**src/hw/rtl/utf16_to_utf8_prefixed_string_top_defines.svh**
```systemverilog
// ----------------------------------------------------------------------------
// Assertion macros for the UTF-16LE to UTF-8 converter
// Shared property shapes, clocked on aclk and disabled during reset.
// ----------------------------------------------------------------------------
`ifndef UTF16_TO_UTF8_PREFIXED_STRING_TOP_DEFINES_SVH
`define UTF16_TO_UTF8_PREFIXED_STRING_TOP_DEFINES_SVH

// The antecedent implies the consequent in the same cycle.
`define U16U8PS_ASSERT_SAME(lbl, ante, cons, msg) \
    lbl: assert property (@(posedge aclk) disable iff (!aresetn) (ante) |-> (cons)) \
        else $error(msg);

// The antecedent implies the consequent in the next cycle.
`define U16U8PS_ASSERT_NEXT(lbl, ante, cons, msg) \
    lbl: assert property (@(posedge aclk) disable iff (!aresetn) (ante) |=> (cons)) \
        else $error(msg);

`endif

```
**src/hw/rtl/u16u8ps_pkg.sv**
```systemverilog
// ----------------------------------------------------------------------------
// u16u8ps_pkg
// Types and constants shared by the converter front end, queue and back end.
// ----------------------------------------------------------------------------
`timescale 1ns / 1ps

package u16u8ps_pkg;

    // Widest prefix value before the range check: five bytes of seven bits.
    localparam int PREFIX_BITS      = 35;
    localparam int MAX_PREFIX_BYTES = 5;
    localparam int LENGTH_W         = 29;

    localparam int QUEUE_DEPTH = 4;
    localparam int QUEUE_AW    = 2;
    localparam int QUEUE_CW    = 3;

    typedef enum logic [1:0] {
        PH_PREFIX = 2'd0,
        PH_DATA   = 2'd1,
        PH_DRAIN  = 2'd2
    } phase_t;

    typedef enum logic [1:0] {
        KIND_BYTE = 2'd0,
        KIND_END  = 2'd1,
        KIND_ERR  = 2'd2
    } kind_t;

    typedef enum logic [1:0] {
        ERR_PREFIX_TRUNC = 2'd0,
        ERR_TOO_LARGE    = 2'd1,
        ERR_DATA_TRUNC   = 2'd2
    } err_t;

    typedef enum logic [1:0] {
        TAIL_NONE = 2'd0,
        TAIL_END  = 2'd1,
        TAIL_ERR  = 2'd2
    } tail_t;

    // One command per input item that gives any result: an optional code
    // unit to encode, followed by an optional end marker or error.
    typedef struct packed {
        logic                  unit_valid;
        logic [15:0]           unit;
        logic [1:0]            unit_len;
        tail_t                 tail;
        err_t                  err_code;
        logic [LENGTH_W-1:0]   length;
    } cmd_t;

    typedef struct packed {
        logic full;
        logic empty;
    } queue_status_t;

    localparam logic [7:0] UTF8_CONT = 8'h80;
    localparam logic [7:0] UTF8_LEAD2 = 8'hC0;
    localparam logic [7:0] UTF8_LEAD3 = 8'hE0;

endpackage

```
**src/hw/rtl/u16u8ps_front.sv**
```systemverilog
// ----------------------------------------------------------------------------
// u16u8ps_front
// Parses the length prefix, pairs data bytes into code units and issues one
// command per input item that causes results.
// ----------------------------------------------------------------------------
`timescale 1ns / 1ps

module u16u8ps_front #(
    parameter int MAX_LENGTH_BITS = 28
) (
    input  logic                 aclk,
    input  logic                 aresetn,
    input  logic                 in_valid,
    input  logic                 in_ready,
    input  logic [7:0]           data_byte,
    input  logic                 end_of_data,
    output logic                 push,
    output u16u8ps_pkg::cmd_t    cmd
);

    localparam int MLB = MAX_LENGTH_BITS;
    localparam int CW  = MAX_LENGTH_BITS + 1;

    u16u8ps_pkg::phase_t phase_reg, phase_next;
    logic [MLB-1:0] acc_reg, acc_next;
    logic [2:0]     cnt_reg, cnt_next;
    logic [MLB-1:0] rem_reg, rem_next;
    logic [7:0]     hold_reg, hold_next;
    logic           have_reg, have_next;
    logic [CW-1:0]  count_reg, count_next;

    logic                                 accept;
    logic [u16u8ps_pkg::PREFIX_BITS-1:0] shifted;
    logic [u16u8ps_pkg::PREFIX_BITS-1:0] acc_wide;
    logic                                 too_large;
    logic                                 too_many;
    logic [15:0]                          unit;
    logic [1:0]                           unit_len;
    logic [MLB-1:0]                       rem_dec;
    logic [CW-1:0]                        count_plus;
    logic                                 has_result;

    assign accept = in_valid && in_ready;

    always_comb begin
        case (cnt_reg)
            3'd0:    shifted = u16u8ps_pkg::PREFIX_BITS'(data_byte[6:0]);
            3'd1:    shifted = u16u8ps_pkg::PREFIX_BITS'(data_byte[6:0]) << 7;
            3'd2:    shifted = u16u8ps_pkg::PREFIX_BITS'(data_byte[6:0]) << 14;
            3'd3:    shifted = u16u8ps_pkg::PREFIX_BITS'(data_byte[6:0]) << 21;
            3'd4:    shifted = u16u8ps_pkg::PREFIX_BITS'(data_byte[6:0]) << 28;
            default: shifted = '0;
        endcase
    end

    assign acc_wide   = u16u8ps_pkg::PREFIX_BITS'(acc_reg) | shifted;
    assign too_large  = |acc_wide[u16u8ps_pkg::PREFIX_BITS-1:MLB];
    assign too_many   = (cnt_reg >= 3'(u16u8ps_pkg::MAX_PREFIX_BYTES));
    assign unit       = {data_byte, hold_reg};
    assign unit_len   = (unit[15:7] == '0) ? 2'd1 : ((unit[15:11] == '0) ? 2'd2 : 2'd3);
    assign rem_dec    = rem_reg - {{(MLB-1){1'b0}}, 1'b1};
    assign count_plus = count_reg + CW'(unit_len);

    // Next state.
    always_comb begin
        phase_next = phase_reg;
        acc_next   = acc_reg;
        cnt_next   = cnt_reg;
        rem_next   = rem_reg;
        hold_next  = hold_reg;
        have_next  = have_reg;
        count_next = count_reg;
        case (phase_reg)
            u16u8ps_pkg::PH_DRAIN: begin
                if (end_of_data) begin
                    phase_next = u16u8ps_pkg::PH_PREFIX;
                end
            end
            u16u8ps_pkg::PH_PREFIX: begin
                if (too_many || too_large || (data_byte[7] && end_of_data)) begin
                    phase_next = end_of_data ? u16u8ps_pkg::PH_PREFIX : u16u8ps_pkg::PH_DRAIN;
                    acc_next   = '0;
                    cnt_next   = '0;
                end else if (data_byte[7]) begin
                    acc_next = acc_wide[MLB-1:0];
                    cnt_next = cnt_reg + 3'd1;
                end else begin
                    acc_next = '0;
                    cnt_next = '0;
                    if (acc_wide != '0 && !end_of_data) begin
                        phase_next = u16u8ps_pkg::PH_DATA;
                        rem_next   = acc_wide[MLB-1:0];
                        count_next = '0;
                        have_next  = 1'b0;
                        hold_next  = '0;
                    end
                end
            end
            u16u8ps_pkg::PH_DATA: begin
                rem_next = rem_dec;
                if (have_reg) begin
                    have_next  = 1'b0;
                    count_next = count_plus;
                end else begin
                    hold_next = data_byte;
                    have_next = 1'b1;
                end
                if (rem_dec == '0 || end_of_data) begin
                    have_next  = 1'b0;
                    phase_next = u16u8ps_pkg::PH_PREFIX;
                end
            end
            default: begin
                phase_next = u16u8ps_pkg::PH_PREFIX;
            end
        endcase
    end

    // Command for the back end.
    always_comb begin
        cmd            = '0;
        cmd.unit       = unit;
        cmd.unit_len   = unit_len;
        cmd.tail       = u16u8ps_pkg::TAIL_NONE;
        cmd.err_code   = u16u8ps_pkg::ERR_PREFIX_TRUNC;
        case (phase_reg)
            u16u8ps_pkg::PH_PREFIX: begin
                if (too_many || too_large) begin
                    cmd.tail     = u16u8ps_pkg::TAIL_ERR;
                    cmd.err_code = u16u8ps_pkg::ERR_TOO_LARGE;
                end else if (data_byte[7]) begin
                    if (end_of_data) begin
                        cmd.tail     = u16u8ps_pkg::TAIL_ERR;
                        cmd.err_code = u16u8ps_pkg::ERR_PREFIX_TRUNC;
                    end
                end else if (acc_wide == '0) begin
                    cmd.tail = u16u8ps_pkg::TAIL_END;
                end else if (end_of_data) begin
                    cmd.tail     = u16u8ps_pkg::TAIL_ERR;
                    cmd.err_code = u16u8ps_pkg::ERR_DATA_TRUNC;
                end
            end
            u16u8ps_pkg::PH_DATA: begin
                cmd.unit_valid = have_reg;
                if (rem_dec == '0) begin
                    cmd.tail   = u16u8ps_pkg::TAIL_END;
                    cmd.length = u16u8ps_pkg::LENGTH_W'(have_reg ? count_plus : count_reg);
                end else if (end_of_data) begin
                    cmd.tail     = u16u8ps_pkg::TAIL_ERR;
                    cmd.err_code = u16u8ps_pkg::ERR_DATA_TRUNC;
                end
            end
            default: begin
                cmd.tail = u16u8ps_pkg::TAIL_NONE;
            end
        endcase
    end

    assign has_result = cmd.unit_valid || (cmd.tail != u16u8ps_pkg::TAIL_NONE);
    assign push       = accept && has_result;

    always_ff @(posedge aclk) begin
        if (!aresetn) begin
            phase_reg <= u16u8ps_pkg::PH_PREFIX;
            acc_reg   <= '0;
            cnt_reg   <= '0;
            rem_reg   <= '0;
            hold_reg  <= '0;
            have_reg  <= 1'b0;
            count_reg <= '0;
        end else if (accept) begin
            phase_reg <= phase_next;
            acc_reg   <= acc_next;
            cnt_reg   <= cnt_next;
            rem_reg   <= rem_next;
            hold_reg  <= hold_next;
            have_reg  <= have_next;
            count_reg <= count_next;
        end
    end

endmodule

```
**src/hw/rtl/u16u8ps_queue.sv**
```systemverilog
// ----------------------------------------------------------------------------
// u16u8ps_queue
// Short command queue between the front end and the back end.
// ----------------------------------------------------------------------------
`timescale 1ns / 1ps

module u16u8ps_queue (
    input  logic                          aclk,
    input  logic                          aresetn,
    input  logic                          push,
    input  u16u8ps_pkg::cmd_t             push_cmd,
    input  logic                          pop,
    output u16u8ps_pkg::cmd_t             head_cmd,
    output u16u8ps_pkg::queue_status_t    status
);

    u16u8ps_pkg::cmd_t                   entry_reg [u16u8ps_pkg::QUEUE_DEPTH];
    logic [u16u8ps_pkg::QUEUE_AW-1:0]    wr_ptr_reg, wr_ptr_next;
    logic [u16u8ps_pkg::QUEUE_AW-1:0]    rd_ptr_reg, rd_ptr_next;
    logic [u16u8ps_pkg::QUEUE_CW-1:0]    level_reg, level_next;
    logic                                do_push;
    logic                                do_pop;

    assign status.full  = (level_reg == u16u8ps_pkg::QUEUE_CW'(u16u8ps_pkg::QUEUE_DEPTH));
    assign status.empty = (level_reg == '0);
    assign do_push      = push && !status.full;
    assign do_pop       = pop && !status.empty;
    assign head_cmd     = entry_reg[rd_ptr_reg];

    always_comb begin
        wr_ptr_next = do_push ? wr_ptr_reg + 1'b1 : wr_ptr_reg;
        rd_ptr_next = do_pop ? rd_ptr_reg + 1'b1 : rd_ptr_reg;
        level_next  = level_reg;
        if (do_push && !do_pop) begin
            level_next = level_reg + 1'b1;
        end else if (do_pop && !do_push) begin
            level_next = level_reg - 1'b1;
        end
    end

    always_ff @(posedge aclk) begin
        if (!aresetn) begin
            wr_ptr_reg <= '0;
            rd_ptr_reg <= '0;
            level_reg  <= '0;
        end else begin
            wr_ptr_reg <= wr_ptr_next;
            rd_ptr_reg <= rd_ptr_next;
            level_reg  <= level_next;
        end
    end

    always_ff @(posedge aclk) begin
        if (do_push) begin
            entry_reg[wr_ptr_reg] <= push_cmd;
        end
    end

endmodule

```
**src/hw/rtl/u16u8ps_back.sv**
```systemverilog
// ----------------------------------------------------------------------------
// u16u8ps_back
// Takes commands from the queue and delivers their result items one a cycle while out_ready is high.
// ----------------------------------------------------------------------------
`timescale 1ns / 1ps

module u16u8ps_back (
    input  logic                                aclk,
    input  logic                                aresetn,
    input  u16u8ps_pkg::cmd_t                   head_cmd,
    input  u16u8ps_pkg::queue_status_t          q_status,
    output logic                                pop,
    output logic                                out_valid,
    input  logic                                out_ready,
    output logic [1:0]                          result_kind,
    output logic [7:0]                          out_byte,
    output logic [u16u8ps_pkg::LENGTH_W-1:0]    utf8_length,
    output logic [1:0]                          error_code,
    output logic                                last_of_run
);

    u16u8ps_pkg::cmd_t cur_reg;
    logic              cur_valid_reg;
    logic [1:0]        pos_reg;

    logic [2:0]        total;
    logic              in_unit;
    logic              last;
    logic              take;

    function automatic logic [7:0] encode(input logic [15:0] u, input logic [1:0] len,
                                          input logic [1:0] pos);
        logic [7:0] b;
        b = 8'h00;
        case (len)
            2'd1: b = {1'b0, u[6:0]};
            2'd2: b = (pos == 2'd0) ? (u16u8ps_pkg::UTF8_LEAD2 | {3'b000, u[10:6]})
                                    : (u16u8ps_pkg::UTF8_CONT | {2'b00, u[5:0]});
            2'd3: begin
                if (pos == 2'd0) begin
                    b = u16u8ps_pkg::UTF8_LEAD3 | {4'b0000, u[15:12]};
                end else if (pos == 2'd1) begin
                    b = u16u8ps_pkg::UTF8_CONT | {2'b00, u[11:6]};
                end else begin
                    b = u16u8ps_pkg::UTF8_CONT | {2'b00, u[5:0]};
                end
            end
            default: b = 8'h00;
        endcase
        return b;
    endfunction

    assign total   = (cur_reg.unit_valid ? {1'b0, cur_reg.unit_len} : 3'd0)
                   + ((cur_reg.tail != u16u8ps_pkg::TAIL_NONE) ? 3'd1 : 3'd0);
    assign in_unit = cur_reg.unit_valid && (pos_reg < cur_reg.unit_len);
    assign last    = ({1'b0, pos_reg} + 3'd1 == total);
    assign take    = out_valid && out_ready;
    assign pop     = !q_status.empty && (!cur_valid_reg || (take && last));

    assign out_valid   = cur_valid_reg;
    assign last_of_run = last;

    always_comb begin
        result_kind = u16u8ps_pkg::KIND_BYTE;
        out_byte    = '0;
        utf8_length = '0;
        error_code  = '0;
        if (in_unit) begin
            out_byte = encode(cur_reg.unit, cur_reg.unit_len, pos_reg);
        end else if (cur_reg.tail == u16u8ps_pkg::TAIL_END) begin
            result_kind = u16u8ps_pkg::KIND_END;
            utf8_length = cur_reg.length;
        end else begin
            result_kind = u16u8ps_pkg::KIND_ERR;
            error_code  = cur_reg.err_code;
        end
    end

    always_ff @(posedge aclk) begin
        if (!aresetn) begin
            cur_valid_reg <= 1'b0;
            pos_reg       <= '0;
        end else if (pop) begin
            cur_valid_reg <= 1'b1;
            pos_reg       <= '0;
        end else if (take) begin
            if (last) begin
                cur_valid_reg <= 1'b0;
                pos_reg       <= '0;
            end else begin
                pos_reg <= pos_reg + 2'd1;
            end
        end
    end

    always_ff @(posedge aclk) begin
        if (pop) begin
            cur_reg <= head_cmd;
        end
    end

endmodule

```
**src/hw/rtl/utf16_to_utf8_prefixed_string_top.sv**
```systemverilog
// ----------------------------------------------------------------------------
// utf16_to_utf8_prefixed_string_top
// Length-prefixed UTF-16LE byte stream in, UTF-8 bytes and end markers out.
// ----------------------------------------------------------------------------
// The block accepts one input byte per cycle whenever its four-entry command
// queue has room. Each item that causes results turns into one queued
// command, from which the back end delivers one result item per cycle while
// m_ready is high, so an item gives one to four result items (three bytes
// for a code unit of 0x800 or above, plus an end marker or an error). The
// sustained rate is therefore set by the back end's result output.
`timescale 1ns / 1ps
`include "utf16_to_utf8_prefixed_string_top_defines.svh"

module utf16_to_utf8_prefixed_string_top #(
    parameter int MAX_LENGTH_BITS = 28
) (
    input  logic                                aclk,
    input  logic                                aresetn,
    input  logic                                s_valid,
    output logic                                s_ready,
    input  logic [7:0]                          s_data_byte,
    input  logic                                s_end_of_data,
    output logic                                m_valid,
    input  logic                                m_ready,
    output logic [1:0]                          m_result_kind,
    output logic [7:0]                          m_out_byte,
    output logic [u16u8ps_pkg::LENGTH_W-1:0]    m_utf8_length,
    output logic [1:0]                          m_error_code,
    output logic                                m_last_of_run
);

    u16u8ps_pkg::cmd_t             push_cmd;
    u16u8ps_pkg::cmd_t             head_cmd;
    u16u8ps_pkg::queue_status_t    q_status;
    logic                          push;
    logic                          pop;

    assign s_ready = !q_status.full;

    u16u8ps_front #(
        .MAX_LENGTH_BITS(MAX_LENGTH_BITS)
    ) u_front (
        .aclk        (aclk),
        .aresetn     (aresetn),
        .in_valid    (s_valid),
        .in_ready    (s_ready),
        .data_byte   (s_data_byte),
        .end_of_data (s_end_of_data),
        .push        (push),
        .cmd         (push_cmd)
    );

    u16u8ps_queue u_queue (
        .aclk     (aclk),
        .aresetn  (aresetn),
        .push     (push),
        .push_cmd (push_cmd),
        .pop      (pop),
        .head_cmd (head_cmd),
        .status   (q_status)
    );

    u16u8ps_back u_back (
        .aclk        (aclk),
        .aresetn     (aresetn),
        .head_cmd    (head_cmd),
        .q_status    (q_status),
        .pop         (pop),
        .out_valid   (m_valid),
        .out_ready   (m_ready),
        .result_kind (m_result_kind),
        .out_byte    (m_out_byte),
        .utf8_length (m_utf8_length),
        .error_code  (m_error_code),
        .last_of_run (m_last_of_run)
    );

    // An end marker or an error always closes the run of its item.
    `U16U8PS_ASSERT_SAME(a_tail_is_last, m_valid && m_result_kind != u16u8ps_pkg::KIND_BYTE, m_last_of_run, "end marker or error not last of run")
    // While the queue holds a command, the back end has a valid result in the next cycle.
    `U16U8PS_ASSERT_NEXT(a_queue_drains, !q_status.empty, m_valid, "queued command not picked up")
    // Only UTF-8 byte results carry a byte value.
    `U16U8PS_ASSERT_SAME(a_byte_zero, m_valid && m_result_kind != u16u8ps_pkg::KIND_BYTE, m_out_byte == 8'h00, "nonzero byte on marker or error")

endmodule

```
**config.mk**
```make
export PLATFORM = sky130hd
export DESIGN_NAME = utf16_to_utf8_prefixed_string_top
export DESIGN_NICKNAME = d
export VERILOG_FILES = /design/src/hw/rtl/u16u8ps_pkg.sv /design/src/hw/rtl/u16u8ps_front.sv /design/src/hw/rtl/u16u8ps_queue.sv /design/src/hw/rtl/u16u8ps_back.sv /design/src/hw/rtl/utf16_to_utf8_prefixed_string_top.sv
export VERILOG_INCLUDE_DIRS = /design/src /design/src/hw/rtl
export SDC_FILE = /design/constraint.sdc
export NUM_CORES = 1
export LEC_CHECK = 0
export BUFFER_PORTS_ARGS = -buffer_cell sky130_fd_sc_hd__buf_2
export CAP_MARGIN = 15
export CORE_ASPECT_RATIO = 0.8
export CORE_MARGIN = 3
export CORE_UTILIZATION = 40
export DETAILED_ROUTE_END_ITERATION = 10
export SETUP_SLACK_MARGIN = 0.3
export SYNTH_ARGS = -nofsm -noshare
export SYNTH_HDL_FRONTEND = slang
export SYNTH_SLANG_ARGS = --single-unit
```
**constraint.sdc**
```tcl
create_clock -name aclk -period 7.5 [get_ports aclk]
set_input_delay 0.375 -clock aclk [delete_from_list [all_inputs] [get_ports aclk]]
set_output_delay 0.375 -clock aclk [all_outputs]
set_load 0.005 [all_outputs]
```
==> impl_metrics.csv, run 1 <==
group,metric,value,unit
pwr,leakage,6.14,nW
synth,ys.warnings.count,0,
clock_network,path_clk_slew,0.06,ns
global_route,grt_pass1_vias,10900,
pwr,clkPwrFrac,32.3,%
synth,synthCells,1363,
place,dp_hpwl,24500,µm
clock_network,cts.repair.resized,0,
timing,post-route-min-period,4.43,ns
job,max_cap_violations,0,
clock_network,tritoncts,"yes",
drt,antenna_left,0,
clock_network,cts.sink_count,369,
pwr,p_int,4.12,mW
clock_network,cts.path.max_buffers,3,
timing,clock.fmax,0.226,GHz
drt,dr.pass1.iters,5,
place,placed_area,17400,µm²
global_route,grtUsageTotal,17.4,%
global_route,use_met3,2.50,%
synth,synth.distinct_cells,76,
pwr,switching_power,1.72,mW
global_route,grt_max_degree,67,
worst_setup_path,rr_worst_depth,9,
global_route,grt_overflow,0,
cells_and_area,area_delta_synth_final,11.5,%
global_route,grt_pass1_wl,62300,µm
cells_and_area,design_area,18700,µm²
hold_path,hp-start,"s_data_byte[5]",
hold_path,hp-class,"in -> reg",
timing,worst_pin_slew,1.06,ns
drt,drc,0,
global_route,use_met2,27.0,%
pwr,p_seq_share,45.4,%
synth,synth_area_leaders,"edfxtp_1 47%, dfxtp_1 13%, mux4_2 7.0%",
synth,synthArstFlopShare,0,%
cells_and_area,num-fill-cells,3710,
pwr,combPwrFrac,22.3,%
timing,hold_viol,0,
worst_setup_path,startpoint_type,"flip-flop",
cells_and_area,diodes,0,
floorplan,die_h,189,µm
worst_setup_path,cp_data_arrival_time,4.60,ns
pwr,irDropWorstVdd,0.000191,V
clock_network,numCtsBuffers,39,
global_route,gr-usage-met1,25.8,%
timing,slew_violations,0,
drt,wl_per_cell,19.8,µm
global_route,grt.busiest_layer,"met2",
floorplan,dieArea,44400,µm²
worst_setup_path,slowest_delay,0.68,ns
synth,synth.ff_latch_count,369,
clock_network,insertion_delay,0.54,ns
global_route,antenna_found_initial,0,
worst_setup_path,crit_chain,"inv_1 -> ha_1 -> a21o_1 -> or4_1 -> or4_1 -> o31ai_1 -> a21oi_2 -> nor2b_4 -> buf_4",
worst_setup_path,r2r_start,"u_front.cnt_reg[2]",
drt,wl,38500,µm
synth,syn-mean-instance-area,12.3,µm²
worst_setup_path,slowest_stage,"or4_1",
synth,synth_top_cell_area_share,46.6,%
hold_path,hold_depth,1,
worst_setup_path,crit_top_cell,"or4_1",
timing,fin_tns_setup,0,ns
floorplan,pin_count,57,
synth,yosys.area.top_type,"edfxtp_1",
worst_setup_path,crit_type,"reg -> reg",
synth,syn-num-nets,1398,
place,place_congestion,0.881,
worst_setup_path,cp.required,7.67,ns
synth,synth-edff-count,260,
drt,drtIter0Drc,993,
floorplan,core,41000,µm²
synth,netlist_top_cells_count,"260 x edfxtp_1, 141 x nor2_1, 109 x dfxtp_1",
timing,setup_violations,0,
worst_setup_path,cp-end-kind,"flip-flop",
cells_and_area,finalNetCount,1412,
clock_network,postCtsHoldBufs,0,
timing,skew,0.0193,ns
clock_network,cts_root_buf,"clkbuf_16",
drt,vias_per_cell,5.71,
synth,synth_top_flop_cell,"edfxtp_1",
drt,vias,11100,
timing,fin_crit_sh,59.0,%
place,io_buffers,56,
synth,synth.most_common_cell,"edfxtp_1",
clock_network,postCtsSetupRepairBufs,0,
synth,ys_seq_area_share,59.7,%
timing,rsz0062_at_grt,"false",
run_status,outcome,"finished, final reports clean",
worst_setup_path,startpoint,"u_front.cnt_reg[2]",
floorplan,chipWidth,235,µm
synth,syn_area,16700,µm²
cells_and_area,layout-drive-gt1-share,15.9,%
clock_network,htreeDepth,2,
cells_and_area,largest_reg_flops,208,
timing,slew_headroom,29.4,%
pwr,swShare,29.4,%
floorplan,initial_utilization,40.9,%
pwr,power_density,313,nW/µm²
worst_setup_path,crit_path_max_fanout,39,
floorplan,rows,66,
-- per-stage QoR --
stage / hold WS [ns] / setup WS, ns / power (mW) / utilization (%) / instances
global route: 0.204 / 2.79 / 6.16 / 45.6 / 1950
global placement: 0.462 / 3.10 / 4.00 / 42.5 / 1880
finish: 0.215 / 3.07 / 5.84 / 45.6 / 1950
CTS: 0.193 / 3.03 / 5.91 / 45.6 / 1950
detailed placement: 0.468 / 3.02 / 4.02 / 42.5 / 1880
floorplan: 0.444 / 2.24 / 3.60 / - / 1363
-- power groups by stage --
stage	registers [mW]	clock network, mW	logic (mW)
floorplan	2.60	0	0.998
global placement	2.69	0	1.31
detailed placement	2.70	0	1.32
CTS	2.66	1.93	1.32
global route	2.68	2.03	1.45
finish	2.65	1.88	1.30
-- per-layer routing --
layer  vias to the layer above  share of wire, %
met1                      5534                48
li1                       5207                 -
met4                         0               1.6
met3                        44               5.6
met5                         -                 0
met2                       344                45
-- logic make-up after synthesis --
kind of cell	after synthesis	share of synthesized area (%)
AOI/OAI and AO/OA	290	11.6
xor gates and xnor gates	41	2.14
adders and majority gates	22	1.73
buffers and inverters	122	3.20
DFF	369	59.7
muxes	70	8.07
and+or+nand+nor	449	13.6
-- worst max-delay path, delay by kind of cell (launching register included) --
family	cells	cell delay, ns
AND/OR/NAND/NOR	3	1.66
flip-flops	1	0.43
adder cells (fa/ha/maj)	1	0.39
buffers and inverters	2	0.68
AO/OA/AOI/OAI	3	0.84
-- layout make-up --
cell class | count | area (µm²) | share of cell area (%)
Clock buffer | 50 | 1050 | 5.61
Inverter | 24 | 90.1 | 0.482
Sequential cell | 369 | 10000 | 53.5
Clock inverter | 20 | 201 | 1.08
Tap cell | 544 | 681 | 3.65
Multi-Input combinational cell | 872 | 6260 | 33.5
Timing Repair Buffer | 71 | 393 | 2.10
-- placed cells by master (no fill, tap or decap), types with 8 or more instances in the layout --
master	count
nor4_1	16
nand2_1	100
a211oi_1	18
inv_1	22
o311ai_0	8
a22oi_1	10
o22ai_1	14
mux4_2	52
dfxtp_1	107
edfxtp_1	260
mux2i_1	18
o21ai_0	53
xnor2_1	20
nand3_1	29
and2_1	41
o31ai_1	18
nand4_1	17
clkbuf_16	39
xor2_1	21
clkbuf_1	8
buf_4	15
a31oi_1	15
nor3_1	25
a21oi_1	73
buf_2	56
ha_1	20
a32oi_1	10
or4_1	14
nor2_1	140
-- path summary, 6_finish.rpt --
path | to | slack, ns
hold reg to reg | u_front.acc_reg[17] | 0.48
hold / removal | u_queue.entry_reg[3][48] | 0.22
setup reg to reg | u_queue.entry_reg[1][37] | 3.07
setup / recovery | u_queue.entry_reg[1][37] | 3.07
Note: power is estimated with default switching activity, not from simulation.
==> run 2: changes to the inputs <==
--- a/config.mk
+++ b/config.mk
@@ -6,6 +6,7 @@
 export SDC_FILE = /design/constraint.sdc
 export NUM_CORES = 1
 export LEC_CHECK = 0
+export ABC_AREA = 1
 export BUFFER_PORTS_ARGS = -buffer_cell sky130_fd_sc_hd__buf_2
 export CAP_MARGIN = 15
 export CORE_ASPECT_RATIO = 0.8
==> constraint.sdc (replaced) <==
create_clock -name aclk -period 4.45 [get_ports aclk]
set_input_delay 0.2225 -clock aclk [delete_from_list [all_inputs] [get_ports aclk]]
set_output_delay 0.2225 -clock aclk [all_outputs]
set_load 0.005 [all_outputs]
==> run 2 against run 1 <==
Non-clock buffer count rose by 15. Sequential power rose by 73%. Largest power group unchanged. Routed wire length rose by 7.7%. Critical path type is now in -> reg. Synthesized cell count rose by 34%. Final cell count rose by 26%. Design area rose by 2.7%. Power rose by 91%. Via count rose by 17%. Clock power rose by 72%. Clock skew fell by 0.0092 ns. Area after synthesis rose by 0.93%. First-iteration DRC count rose by 24%.
==> impl_metrics.csv, run 2 <==
group,metric,value,unit
global_route,grt_pass1_wl,66300,µm
global_route,grt_pass1_vias,11900,
global_route,antenna_found_initial,0,
timing,slew_violations,0,
cells_and_area,layout_common_cells,"312 x nand2_1, 304 x nor2_1, 260 x edfxtp_1",
pwr,combPwrFrac,29.8,%
pwr,leakage,7.25,nW
synth,synth-edff-count,260,
clock_network,htreeDepth,2,
synth,yosys.area.top_type,"edfxtp_1",
worst_setup_path,slowest_delay,0.53,ns
drt,wl_per_cell,16.9,µm
synth,synth_top_family_by_area,"simple AND/OR/NAND/NOR gates",
worst_setup_path,crit_buf_inv,5,
cells_and_area,design_area,19200,µm²
drt,wl,41500,µm
synth,syn-num-nets,1866,
floorplan,core,41200,µm²
cells_and_area,layout_commonest_cell,"nand2_1",
drt,antenna_left,0,
floorplan,chipWidth,236,µm
cells_and_area,fin_cells,2452,
floorplan,rows,66,
pwr,switching_power,3.97,mW
synth,synth_mux_area_share,0,%
synth,synth_top_cell_area_share,46.2,%
synth,synth-compound-area-share,13.4,%
place,dp.cells,2371,
clock_network,tritoncts,"yes",
clock_network,cts.path.max_buffers,3,
cells_and_area,finalNetCount,1911,
synth,synth.most_common_cell,"nand2_1",
pwr,irDropWorstVdd,0.000291,V
global_route,grtUsageTotal,18.3,%
clock_network,cts.sink_count,369,
cells_and_area,diodes,0,
synth,ys_seq_area_share,59.1,%
worst_setup_path,slowest_stage,"dlygate4sd3_1",
drt,drtIter0Drc,1234,
worst_setup_path,cp-end-kind,"flip-flop",
cells_and_area,area_delta_synth_final,13.5,%
timing,setup_violations,0,
run_status,outcome,"finished, final reports clean",
clock_network,insertion_delay,0.54,ns
place,placed_area,17800,µm²
timing,fin_tns_setup,0,ns
cells_and_area,num-fill-cells,3885,
pwr,power_density,580,nW/µm²
synth,synth.distinct_cells,50,
worst_setup_path,startpoint_type,"input port",
place,post-place-ws,0.390,ns
clock_network,cts_root_buf,"clkbuf_16",
global_route,grt_max_degree,96,
synth,synth_area_leaders,"edfxtp_1 46%, dfxtp_1 13%, nand2_1 7.0%",
pwr,swShare,35.6,%
floorplan,initial_utilization,41.0,%
cells_and_area,seqCellArea,9990,µm²
timing,fin_crit_sh,84.4,%
place,place_congestion,0.896,
hold_path,hp-class,"in -> reg",
cells_and_area,final_util,46.5,%
synth,synthArstFlopShare,0,%
pwr,p_seq_share,41.2,%
synth,syn-mean-instance-area,9.23,µm²
pwr,clkPwrFrac,29.0,%
clock_network,path_clk_slew,0.06,ns
synth,netlist_top_cells_count,"313 x nand2_1, 312 x nor2_1, 260 x edfxtp_1",
global_route,grt_overflow,0,
worst_setup_path,crit_chain,"dlygate4sd3_1 -> buf_2 -> inv_1 -> nand3_2 -> nor3_4 -> nand2_2 -> nand2_1 -> ha_1 -> inv_1 -> fa_1 -> nor3_1 -> nand2_1 -> nor4_4 -> buf_4 -> nor3b_1 -> nand4_1 -> xor2_1 -> nor3_2",
timing,worst_pin_slew,1.05,ns
drt,drc,0,
job,max_cap_violations,0,
timing,rsz0062_at_grt,"false",
cells_and_area,multiInputGateArea,6090,µm²
synth,synthCells,1831,
synth,ys.warnings.count,0,
worst_setup_path,cp_data_arrival_time,4.03,ns
worst_setup_path,crit_path_max_fanout,7,
place,dp_hpwl,26600,µm
timing,hold_viol,0,
place,io_buffers,56,
drt,dr.pass1.iters,6,
cells_and_area,layout-drive-gt1-share,10.4,%
worst_setup_path,cp.required,4.72,ns
drt,vias,13000,
worst_setup_path,path_delay_family,"simple AND/OR/NAND/NOR gates",
synth,syn_area,16900,µm²
floorplan,dieArea,44800,µm²
synth,synth-xor-area-share,0.466,%
synth,yosys.area_share.simple,20.0,%
drt,vias_per_cell,5.30,
synth,synthAdderAreaFrac,1.72,%
timing,slew_headroom,29.8,%
floorplan,pin_count,57,
pwr,finalPower,11.1,mW
synth,synth.ff_latch_count,369,
clock_network,numCtsBuffers,40,
timing,whs,0.0411,ns
worst_setup_path,crit_type,"in -> reg",
timing,clock.fmax,0.266,GHz
synth,synth_top_flop_cell,"edfxtp_1",
timing,fin_ws,0.693,ns
cells_and_area,largest_reg_flops,208,
floorplan,die_h,190,µm
timing,post-route-min-period,3.76,ns
timing,skew,0.0101,ns
pwr,p_int,7.17,mW
## run 2: worst paths after layout
path,start,endpoint,slack (ns),depth (start not counted)
worst min-delay path,s_data_byte[1],u_queue.entry_reg[0][44],0.04,1
worst max-delay path,s_data_byte[6],u_queue.entry_reg[0][28],0.69,18
worst min register to register,u_front.acc_reg[5],u_front.acc_reg[5],0.46,2
worst max register to register,u_front.rem_reg[0],u_queue.entry_reg[0][22],0.74,17
## run 2: power by group through the flow
stage	clock network [mW]	logic, mW	registers [mW]
finish	3.23	3.32	4.59
global route	3.44	3.79	4.64
CTS	3.28	3.34	4.59
detailed placement	0	3.33	4.66
global placement	0	3.27	4.65
floorplan	0	2.31	4.57
## run 2: area by class of cell
type                       count  area share (%)
clock buffer                  55            6.05
clock inverter                19           0.724
timing repair buffer          86            2.97
inverter                     145            2.84
tap                          544            3.55
multi-input combinational   1234            31.8
sequential                   369            52.1
## run 2: worst reg2reg max path: cells and delay by family (launching register included)
family	cells	cell delay, ns
adder cells (fa/ha/maj)	1	0.25
buffers and inverters	4	0.95
flip-flops	1	0.34
AND/OR/NAND/NOR	12	1.77
## run 2: logic make-up after synthesis
family | count (synthesis)
buffers and inverters | 228
AND/OR/NAND/NOR | 795
flip-flops | 369
AO/OA/AOI/OAI | 408
XOR/XNOR | 9
adder cells (fa/ha/maj) | 22
## run 2: repair_timing
item / CTS / global route
setup buffers: 0 / 1
hold buffers: 6 / 0
endpoints found under the setup margin: 0 / 48
resized for setup: 0 / 6
hold endpoints to repair: 24 / 0
## run 2: routing by layer
metal / track usage (%) / part of all wire (%) / vias to the layer above
li1: - / - / 6388
met1: 27.7 / 49 / 6194
met2: 27.6 / 43 / 348
met3: 2.65 / 5.6 / 59
met4: 4.91 / 1.8 / 0
met5: 0 / 0 / -
